## config.mk

```make
export PLATFORM = sky130hd
export DESIGN_NAME = ir_light_bar_level_qualifier_core_flat
export DESIGN_NICKNAME = d
export VERILOG_FILES = /design/src/irlbq_pkg.sv /design/src/irlbq_in_if.sv /design/src/irlbq_out_if.sv /design/src/ir_light_bar_level_qualifier_core.sv /design/src/irlbq_eval.sv /design/src/flat_wrapper.sv
export SDC_FILE = /design/constraint.sdc
export NUM_CORES = 1
export LEC_CHECK = 0
export BUFFER_PORTS_ARGS = -buffer_cell sky130_fd_sc_hd__clkbuf_2
export CORE_AREA = 3 3 79 111
export DETAILED_ROUTE_END_ITERATION = 16
export DIE_AREA = 0 0 82 114
export GPL_TIMING_DRIVEN = 0
export PLACE_DENSITY = 0.9
export SLEW_MARGIN = 5
export SYNTH_ARGS = -nofsm -noshare
export SYNTH_HDL_FRONTEND = slang
export SYNTH_HIERARCHICAL = 1
export SYNTH_SLANG_ARGS = --single-unit
```

## constraint.sdc

```tcl
create_clock -name i_clk -period 9.8 [get_ports i_clk]
set_input_delay 1.96 -clock i_clk [delete_from_list [all_inputs] [get_ports i_clk]]
set_output_delay 1.96 -clock i_clk [all_outputs]
set_load 0.01 [all_outputs]
```

## src/irlbq_pkg.sv

```systemverilog
// Package for the IR light bar level qualifier: class codes, register
// indexes, default widths and reset values of the configuration registers.
// No dependencies.
package irlbq_pkg;

    localparam int SAMPLE_BITS_DEF = 10;
    localparam int AVG_SHIFT_DEF   = 4;
    localparam int COUNT_BITS      = 8;
    localparam int CFG_IDX_BITS    = 2;

    localparam int OPEN_THR_RST  = 500;
    localparam int CLOSE_THR_RST = 200;
    localparam int RISE_CNT_RST  = 2;
    localparam int FALL_CNT_RST  = 100;

    typedef enum logic [1:0] {
        CLASS_OPEN   = 2'd0,
        CLASS_CLOSED = 2'd1,
        CLASS_ERROR  = 2'd2
    } t_class;

    typedef enum logic [CFG_IDX_BITS-1:0] {
        CFG_OPEN_THR  = 2'd0,
        CFG_CLOSE_THR = 2'd1,
        CFG_RISE_CNT  = 2'd2,
        CFG_FALL_CNT  = 2'd3
    } t_cfg_idx;

endpackage

```

## src/irlbq_in_if.sv

```systemverilog
// Sample channel: valid/ready handshake carrying one ADC sample.
// Depends on irlbq_pkg for the default sample width.
interface irlbq_in_if #(
    parameter int SAMPLE_BITS = irlbq_pkg::SAMPLE_BITS_DEF
) ();
    logic                   valid;
    logic                   ready;
    logic [SAMPLE_BITS-1:0] sample;

    modport source (output valid, output sample, input ready);
    modport sink   (input valid, input sample, output ready);
endinterface

```

## src/irlbq_out_if.sv

```systemverilog
// Result channel: valid/ready handshake carrying the classification and
// the running base average. Depends on irlbq_pkg for the class type.
interface irlbq_out_if #(
    parameter int SAMPLE_BITS = irlbq_pkg::SAMPLE_BITS_DEF
) ();
    logic                   valid;
    logic                   ready;
    irlbq_pkg::t_class      raw_class;
    irlbq_pkg::t_class      stable_class;
    logic                   changed;
    logic [SAMPLE_BITS-1:0] base_average;

    modport source (output valid, output raw_class, output stable_class,
                    output changed, output base_average, input ready);
    modport sink   (input valid, input raw_class, input stable_class,
                    input changed, input base_average, output ready);
endinterface

```

## src/ir_light_bar_level_qualifier_core.sv

```systemverilog
// Top level of the IR light bar level qualifier: input register, evaluation
// stage and result register, plus the configuration registers.
// Depends on irlbq_pkg, irlbq_in_if, irlbq_out_if and irlbq_eval.
//
//   channel   direction  payload                                        accepted when
//   i_in      in         sample                                         valid && ready
//   o_out     out        raw_class, stable_class, changed, base_average valid && ready
//   i_cfg_*   in         index, data                                    i_cfg_we
//
// One transaction per cycle is sustained while o_out is not stalled; a sample accepted
// into the input register is evaluated combinationally and loaded into the result register
// once that register is free or being emptied, and its result is then offered on o_out.
// Synchronous active-low reset empties both stages, clears the average, debounce
// counter and stable class (open) and reloads the register defaults.
// While the result is held by a stalled sink, the input register still takes
// one more transaction; the pipe stops only when both are full.
module ir_light_bar_level_qualifier_core #(
    parameter int SAMPLE_BITS = irlbq_pkg::SAMPLE_BITS_DEF,
    parameter int AVG_SHIFT   = irlbq_pkg::AVG_SHIFT_DEF
) (
    input  logic                               i_clk,
    input  logic                               i_rst_n,
    irlbq_in_if.sink                           i_in,
    irlbq_out_if.source                        o_out,
    input  logic                               i_cfg_we,
    input  logic [irlbq_pkg::CFG_IDX_BITS-1:0] i_cfg_idx,
    input  logic [SAMPLE_BITS-1:0]             i_cfg_data
);
    import irlbq_pkg::*;

    // configuration registers
    logic [SAMPLE_BITS-1:0] r_open_thr;
    logic [SAMPLE_BITS-1:0] r_close_thr;
    logic [COUNT_BITS-1:0]  r_rise_cnt;
    logic [COUNT_BITS-1:0]  r_fall_cnt;

    // input register
    logic                   r_s1_valid;
    logic [SAMPLE_BITS-1:0] r_s1_sample;

    // result register
    logic                   r_out_valid;
    t_class                 r_out_raw;
    t_class                 r_out_stable;
    logic                   r_out_changed;
    logic [SAMPLE_BITS-1:0] r_out_avg;

    logic                   w_advance;
    logic                   w_in_accept;
    logic                   w_step;
    t_class                 w_raw;
    t_class                 w_stable;
    logic                   w_changed;
    logic [SAMPLE_BITS-1:0] w_avg;

    // Advance the evaluation stage whenever the result register is free or
    // being emptied; take a new sample whenever the input register will be free.
    assign w_advance   = !r_out_valid || o_out.ready;
    assign w_step      = r_s1_valid && w_advance;
    assign i_in.ready  = !r_s1_valid || w_advance;
    assign w_in_accept = i_in.valid && i_in.ready;

    // Register writes; the user must make these only while the block is idle, which the block itself does not enforce.
    always_ff @(posedge i_clk) begin
        if (!i_rst_n) begin
            r_open_thr  <= SAMPLE_BITS'(OPEN_THR_RST);
            r_close_thr <= SAMPLE_BITS'(CLOSE_THR_RST);
            r_rise_cnt  <= COUNT_BITS'(RISE_CNT_RST);
            r_fall_cnt  <= COUNT_BITS'(FALL_CNT_RST);
        end else if (i_cfg_we) begin
            unique case (t_cfg_idx'(i_cfg_idx))
                CFG_OPEN_THR:  r_open_thr  <= i_cfg_data;
                CFG_CLOSE_THR: r_close_thr <= i_cfg_data;
                CFG_RISE_CNT:  r_rise_cnt  <= i_cfg_data[COUNT_BITS-1:0];
                CFG_FALL_CNT:  r_fall_cnt  <= i_cfg_data[COUNT_BITS-1:0];
            endcase
        end
    end

    // Input register: fill on accept, drop when the sample moves on.
    always_ff @(posedge i_clk) begin
        if (!i_rst_n) begin
            r_s1_valid <= 1'b0;
        end else if (w_in_accept) begin
            r_s1_valid <= 1'b1;
        end else if (w_advance) begin
            r_s1_valid <= 1'b0;
        end
    end

    always_ff @(posedge i_clk) begin
        if (w_in_accept) begin
            r_s1_sample <= i_in.sample;
        end
    end

    irlbq_eval #(
        .SAMPLE_BITS (SAMPLE_BITS),
        .AVG_SHIFT   (AVG_SHIFT)
    ) u_eval (
        .i_clk          (i_clk),
        .i_rst_n        (i_rst_n),
        .i_step         (w_step),
        .i_sample       (r_s1_sample),
        .i_open_thr     (r_open_thr),
        .i_close_thr    (r_close_thr),
        .i_rise_cnt     (r_rise_cnt),
        .i_fall_cnt     (r_fall_cnt),
        .o_raw_class    (w_raw),
        .o_stable_class (w_stable),
        .o_changed      (w_changed),
        .o_base_average (w_avg)
    );

    // Result register: load on each step, hold while the sink stalls.
    always_ff @(posedge i_clk) begin
        if (!i_rst_n) begin
            r_out_valid <= 1'b0;
        end else if (w_advance) begin
            r_out_valid <= r_s1_valid;
        end
    end

    always_ff @(posedge i_clk) begin
        if (w_step) begin
            r_out_raw     <= w_raw;
            r_out_stable  <= w_stable;
            r_out_changed <= w_changed;
            r_out_avg     <= w_avg;
        end
    end

    assign o_out.valid        = r_out_valid;
    assign o_out.raw_class    = r_out_raw;
    assign o_out.stable_class = r_out_stable;
    assign o_out.changed      = r_out_changed;
    assign o_out.base_average = r_out_avg;

endmodule

```

## src/irlbq_eval.sv

```systemverilog
// Per-sample evaluation: running average, window classification and
// asymmetric debounce, with the state they keep. Depends on irlbq_pkg.
module irlbq_eval #(
    parameter int SAMPLE_BITS = irlbq_pkg::SAMPLE_BITS_DEF,
    parameter int AVG_SHIFT   = irlbq_pkg::AVG_SHIFT_DEF
) (
    input  logic                             i_clk,
    input  logic                             i_rst_n,
    input  logic                             i_step,
    input  logic [SAMPLE_BITS-1:0]           i_sample,
    input  logic [SAMPLE_BITS-1:0]           i_open_thr,
    input  logic [SAMPLE_BITS-1:0]           i_close_thr,
    input  logic [irlbq_pkg::COUNT_BITS-1:0] i_rise_cnt,
    input  logic [irlbq_pkg::COUNT_BITS-1:0] i_fall_cnt,
    output irlbq_pkg::t_class                o_raw_class,
    output irlbq_pkg::t_class                o_stable_class,
    output logic                             o_changed,
    output logic [SAMPLE_BITS-1:0]           o_base_average
);
    import irlbq_pkg::*;

    localparam int AccW = SAMPLE_BITS + AVG_SHIFT + 1;

    logic [SAMPLE_BITS-1:0] r_avg;
    logic [SAMPLE_BITS-1:0] n_avg;
    t_class                 r_stable;
    t_class                 n_stable;
    logic [COUNT_BITS-1:0]  r_cnt;
    logic [COUNT_BITS-1:0]  n_cnt;

    logic [AccW-1:0]        w_acc;
    t_class                 w_raw;
    logic [COUNT_BITS-1:0]  w_cnt_inc;
    logic [COUNT_BITS-1:0]  w_target;
    logic                   w_differ;
    logic                   w_hit;

    // base*(2^shift - 1) + sample, then drop the low bits
    always_comb begin
        w_acc = (AccW'(r_avg) << AVG_SHIFT) - AccW'(r_avg) + AccW'(i_sample);
        n_avg = w_acc[AVG_SHIFT +: SAMPLE_BITS];
    end

    // open test wins when the thresholds overlap
    always_comb begin
        if (i_sample > i_open_thr) begin
            w_raw = CLASS_OPEN;
        end else if (i_sample <= i_close_thr) begin
            w_raw = CLASS_CLOSED;
        end else begin
            w_raw = CLASS_ERROR;
        end
    end

    always_comb begin
        w_differ  = (w_raw != r_stable);
        w_cnt_inc = r_cnt + COUNT_BITS'(1);
        w_target  = (w_raw == CLASS_OPEN) ? i_rise_cnt : i_fall_cnt;
        w_hit     = w_differ && (w_cnt_inc == w_target);
        n_stable  = w_hit ? w_raw : r_stable;
        n_cnt     = (!w_differ || w_hit) ? '0 : w_cnt_inc;
    end

    always_ff @(posedge i_clk) begin
        if (!i_rst_n) begin
            r_avg    <= '0;
            r_stable <= CLASS_OPEN;
            r_cnt    <= '0;
        end else if (i_step) begin
            r_avg    <= n_avg;
            r_stable <= n_stable;
            r_cnt    <= n_cnt;
        end
    end

    assign o_raw_class    = w_raw;
    assign o_stable_class = n_stable;
    assign o_changed      = w_hit;
    assign o_base_average = n_avg;

endmodule

```

## src/flat_wrapper.sv

```systemverilog
// flat-port wrapper written by rule: the top's interface ports become plain ports
module ir_light_bar_level_qualifier_core_flat import irlbq_pkg::*;
#(
    parameter int SAMPLE_BITS = irlbq_pkg::SAMPLE_BITS_DEF,
    parameter int AVG_SHIFT   = irlbq_pkg::AVG_SHIFT_DEF
)
  (i_clk, i_rst_n, i_cfg_we, i_cfg_idx, i_cfg_data, i_in_valid, i_in_sample, i_in_ready, o_out_valid, o_out_raw_class, o_out_stable_class, o_out_changed, o_out_base_average, o_out_ready);
  irlbq_in_if #(.SAMPLE_BITS(SAMPLE_BITS)) i_in_i ();
  irlbq_out_if #(.SAMPLE_BITS(SAMPLE_BITS)) o_out_i ();
  input  logic i_clk;
  input  logic i_rst_n;
  input  logic i_cfg_we;
  input  logic [irlbq_pkg::CFG_IDX_BITS-1:0] i_cfg_idx;
  input  logic [SAMPLE_BITS-1:0] i_cfg_data;
  input wire logic [$bits(i_in_i.valid)-1:0] i_in_valid;
  input wire logic [$bits(i_in_i.sample)-1:0] i_in_sample;
  output wire logic [$bits(i_in_i.ready)-1:0] i_in_ready;
  output wire logic [$bits(o_out_i.valid)-1:0] o_out_valid;
  output wire logic [$bits(o_out_i.raw_class)-1:0] o_out_raw_class;
  output wire logic [$bits(o_out_i.stable_class)-1:0] o_out_stable_class;
  output wire logic [$bits(o_out_i.changed)-1:0] o_out_changed;
  output wire logic [$bits(o_out_i.base_average)-1:0] o_out_base_average;
  input wire logic [$bits(o_out_i.ready)-1:0] o_out_ready;
  assign i_in_i.valid = i_in_valid;
  assign i_in_i.sample = i_in_sample;
  assign i_in_ready = i_in_i.ready;
  assign o_out_valid = o_out_i.valid;
  assign o_out_raw_class = o_out_i.raw_class;
  assign o_out_stable_class = o_out_i.stable_class;
  assign o_out_changed = o_out_i.changed;
  assign o_out_base_average = o_out_i.base_average;
  assign o_out_i.ready = o_out_ready;
  ir_light_bar_level_qualifier_core #(.SAMPLE_BITS(SAMPLE_BITS), .AVG_SHIFT(AVG_SHIFT)) u_core (.i_clk(i_clk), .i_rst_n(i_rst_n), .i_in(i_in_i), .o_out(o_out_i), .i_cfg_we(i_cfg_we), .i_cfg_idx(i_cfg_idx), .i_cfg_data(i_cfg_data));
endmodule
```

======== Word-level counts from Yosys, hierarchy flattened ========
Cells that the tools add are included.
Widths: inputs -> output; s select.
storage, ports and cells
  flip-flop bits (word level) ............. 83
  bits of input ports ..................... 27
cells by class
  $add $sub $neg .......................... 3
  eq/ne operators ......................... 5
  mux-type cells .......................... 7
  magnitude comparators ................... 2
  reduce and logical (&&, ||, !) cells .... 16
operator list
  cell                 number
  $mux 8               2
  $add 14x10->14       1
  $sub 14x10->14       1
  $gt 10x10->1         1
  $le 10x10->1         1
  $add 8x1->8 const B  1
  $eq 8x8->1           1
  $reduce_and 2->1     4
  $mux 2               3
  $eq 2x2->1 const B   2
  $logic_not 2->1      2
  $logic_and 1x1->1    3
  $logic_not 1->1      3
  $logic_or 1x1->1     3
  $eq 2x1->1 const B   1
  $mux 1               2
  $ne 2x2->1           1
  $reduce_bool 2->1    1

======== Depth between registers and ports, before layout ========
  word-level depth ........................ 9
  gate-level depth with buffers ........... 13
  depth with buffers taken out ............ 12

======== Hierarchy ========
Netlist, hierarchy kept.
modules (own cells, without submodules)
  module                             seq. area each (sq um)  instances  cells an instance  area an instance (sq um)
  irlbq_eval                         400.4                   1          306                2,444.8
  ir_light_bar_level_qualifier_core  1,511.4                 1          176                2,272.2

======== Worst setup path after synthesis ========
Ideal clock, no wire load.
  path type ............................... in2out
  start point ............................. in o_out_ready
  end point ............................... out i_in_ready
  stages on the path ...................... 1
  data arrival time ....................... 2.158 ns
  path buffers ............................ 0
  slack ................................... 5.682 ns
  required time ........................... 7.840 ns
  cells stage by stage .................... nand3b_1
between the ends
  longest elaborated chain between the ends .. 2
ends and longest elaborated chain
  what              RTL line                                 RTL
  start, declared   flat_wrapper.sv:23                       input wire logic [$bits(o_out_i.ready)-1:0] o_out_ready;
  $logic_or 1x1->1  ir_light_bar_level_qualifier_core.sv:58  assign w_advance = !r_out_valid || o_out.ready;
  $logic_or 1x1->1  ir_light_bar_level_qualifier_core.sv:60  assign i_in.ready = !r_s1_valid || w_advance;
  end, declared     flat_wrapper.sv:17                       output wire logic [$bits(i_in_i.ready)-1:0] i_in_ready;
Every way passes these cells.

======== Worst setup path in the final report ========
Same ends and word-level chain as after synthesis.

==> results.json <==
{
  "hold_viol": 0,
  "timing.critical_path.buf_inv": 2,
  "hold_path.class": "reg2reg",
  "grt_usage_pct": 24.4,
  "crit_path_start_kind": "input port",
  "final_cell_area_um2": 5230,
  "gp_congestion": 0.872,
  "num_antenna_cells": 0,
  "die-width_um": 82,
  "synth_xor_area_share_pct": 3.16,
  "clock_latency_ns": 0.36,
  "seq_area_um2": 1910,
  "dp_hpwl_um": 8010,
  "initial_core_util_pct": 60.5,
  "antenna_left": 0,
  "p_switching_uw": 448,
  "synthTopCellsByArea": "dfxtp_1 (25%), edfxtp_1 (16%), ha_1 (9.3%), mux2i_1 (8.9%), inv_1 (4.5%)",
  "fin_util_pct": 67.1,
  "fin_crit_sh_pct": 44.1,
  "p_sw_share_pct": 36.9,
  "grt_max_degree": 17,
  "cts_buffer_depth": 2,
  "synth.most_common_cell": "dfxtp_1",
  "syn-instance-count": 482,
  "cts.sinks": 83,
  "synth.mux.area_fraction_pct": 9.39,
  "globalRouteOverflowTotal": 0,
  "cts_setup_buffers": 0,
  "setup_violations": 0,
  "grt_setup_unrepaired": "no",
  "syn_to_final_growth_pct": 10.9,
  "finalCriticalPeriod_ns": 4.32,
  "core_area_um2": 7800,
  "yosysTopAreaCell": "dfxtp_1",
  "synth_top_family_by_area": "simple AND/OR/NAND/NOR gates",
  "fillers": 607,
  "path_common_cell": "clkbuf_2",
  "core.rowCount": 38,
  "setup-tns-final_ns": 0,
  "p_clk_share_pct": 19.6,
  "crit_path_top_delay_cell": "nand3b_1",
  "maxCapViolations": 0,
  "synth_common_cells": "dfxtp_1 (58), inv_1 (56), nand2_1 (50), mux2i_1 (42), ha_1 (35)",
  "cp_top_family": "buffers and inverters",
  "dpl_cell_area_um2": 5040,
  "synthArstFlopShare_pct": 0,
  "htreeDepth": 3,
  "synthSimpleGateAreaFrac_pct": 17.7,
  "fp.dieH_um": 114,
  "synth_nets": 550,
  "first_iter_violations": 229,
  "crit_path_max_fanout": 2,
  "synth-compound-area-share_pct": 10.6,
  "cts_hold_buf": 0,
  "clockRootBuffer": "clkbuf_8",
  "worstPathArrival_ns": 2.36,
  "synthAdderAreaFrac_pct": 11.8,
  "grt_pass1_vias": 3763,
  "end_kind": "primary output",
  "p_per_area_nw_per_um2": 232,
  "cellLeakagePower_uw": 0.00236,
  "crit_chain": "clkbuf_2, nand3b_1, clkbuf_2",
  "slew_violations": 0,
  "antenna_found_initial": 0,
  "yosysSeqAreaShare_pct": 40.5,
  "place_ws_ns": 5.12,
  "drc": 0,
  "fin_worst_skew_ns": 0.00872,
  "slew-limit-headroom_pct": 41.0,
  "seqPwrFrac_pct": 38.2,
  "ys_warn_count": 6,
  "worst_pin_slew_ns": 0.885,
  "cts_resized": 0,
  "ys_ff_latch": 83,
  "fmax_mhz": 232,
  "syn-cell-area_um2": 4720,
  "cts_tree": "done",
  "status": "completed",
  "ios": 44,
  "grt_first_pass_wirelength_um": 17400,
  "path_class": "in2out",
  "synth_ff_type": "dfxtp_1",
  "wl_um": 10500,
  "viasPerCell": 5.82,
  "netlist-cell-type-count": 62,
  "synth_edf_count": 25,
  "critPathRequiredTime_ns": 7.84,
  "fin_ws_ns": 5.48,
  "slowest_delay_ns": 0.16,
  "ir_worst_vdd_mv": 0.134,
  "die_area_um2": 9350,
  "vias": 3713,
  "combPwrFrac_pct": 42.1,
  "first_pass_iters": 4,
  "clkTransAtPathRegs_ns": 0.08,
  "p_int_uw": 765,
  "portBuffers": 40,
  "post_drt_wl_per_cell_um": 16.5,
  "final_nets": 601,
  "numCtsBuffers": 9,
  "final_layout_size_suffix_gt1_share_pct": 13.8,
  "synth.top_cell.area_share_pct": 24.6,
  "avgSynthCellArea_um2": 9.79,
  "multi_input_area_um2": 2480
}
[final timing paths]
kind / from / end / slack (ns) / cells after the start
max: o_out_ready / i_in_ready / 5.48 / 3
min: u_core/r_rise_cnt[2]$_SDFFE_PN0P_ / u_core/r_rise_cnt[2]$_SDFFE_PN0P_ / 0.46 / 2
max reg2reg: u_core/r_s1_sample[5]$_DFFE_PP_ / u_core/o_out.stable_class[1]$_DFFE_PP_ / 6.18 / 11
min reg2reg: u_core/r_rise_cnt[2]$_SDFFE_PN0P_ / u_core/r_rise_cnt[2]$_SDFFE_PN0P_ / 0.46 / 2
[power by group through the flow]
stage	sequential (µW)	combinational, µW	clock [µW]
floorplan	476	364	0
global placement	469	462	0
detailed placement	472	496	0
CTS	464	507	242
global route	470	564	260
finish	464	511	238
[cell type report]
class / instances / area share (%)
multi-input combinational: 322 / 47.5
inverter: 56 / 4.02
tap: 100 / 2.39
clock inverter: 5 / 1.03
timing repair buffer: 40 / 3.83
buffer: 21 / 2.18
sequential: 83 / 36.6
clock buffer: 11 / 2.51
[cells in the final DEF, fill, tap and decap left out, types with 3 or more instances in the layout]
cell type  instances
a211o_1            4
a211oi_1           3
a21boi_0           7
a21o_1             4
a21oi_1           10
and3_1             7
and3b_1            3
buf_2              4
buf_6              3
clkbuf_1          14
clkbuf_2          40
clkbuf_8           9
dfxtp_1           58
edfxtp_1          25
fa_1               6
ha_1              35
inv_1             56
mux2i_1           42
nand2_1           50
nand3_1           11
nand4_1           15
nor2_1            12
nor2b_1           24
nor3_1             6
o211ai_1           7
o21ai_0            7
o21bai_1           3
xnor2_1           13
xor2_1             4
[flip-flops by register name, summed over array words and instances, names as in the netlist, 8 cells and up]
name                       cells
u_core/o_out.base_average     10
u_core/u_eval/r_cnt            8
u_core/r_fall_cnt              8
u_core/r_s1_sample            10
u_core/r_rise_cnt              8
u_core/r_open_thr             10
u_core/r_close_thr            10
u_core/u_eval/r_avg           10
[cell families after synthesis]
logic type,count (synthesis)
AO/OA/AOI/OAI,67
XOR/XNOR,17
adder cells (fa/ha/maj),41
buffers and inverters,77
flip-flops,83
multiplexers,44
AND/OR/NAND/NOR,153
[through the flow]
stage	power [µW]	std cells	hold slack (ns)
after floorplan	840	482	0.430
after global placement	931	622	0.443
after detailed placement	968	622	0.451
after CTS	1210	638	0.464
after global routing	1290	638	0.482
final	1210	638	0.464
[worst register-to-register path: cells and delay by family, from the launching register on]
| kind | cells | cell delay [ns] |
|---|---|---|
| compound gates | 3 | 0.78 |
| xor+xnor | 1 | 0.09 |
| simple gates | 3 | 0.85 |
| fa+ha+maj | 1 | 0.37 |
| buf+inv | 1 | 0.25 |
| flops | 1 | 0.46 |
| mux | 2 | 0.58 |
[routing by layer]
layer,wire length [µm],track usage [%]
met1,4080,26.7
met2,5650,44.0
met3,455,4.58
met4,357,11.5
met5,0,0
Power figures use the tool's default switching activity.
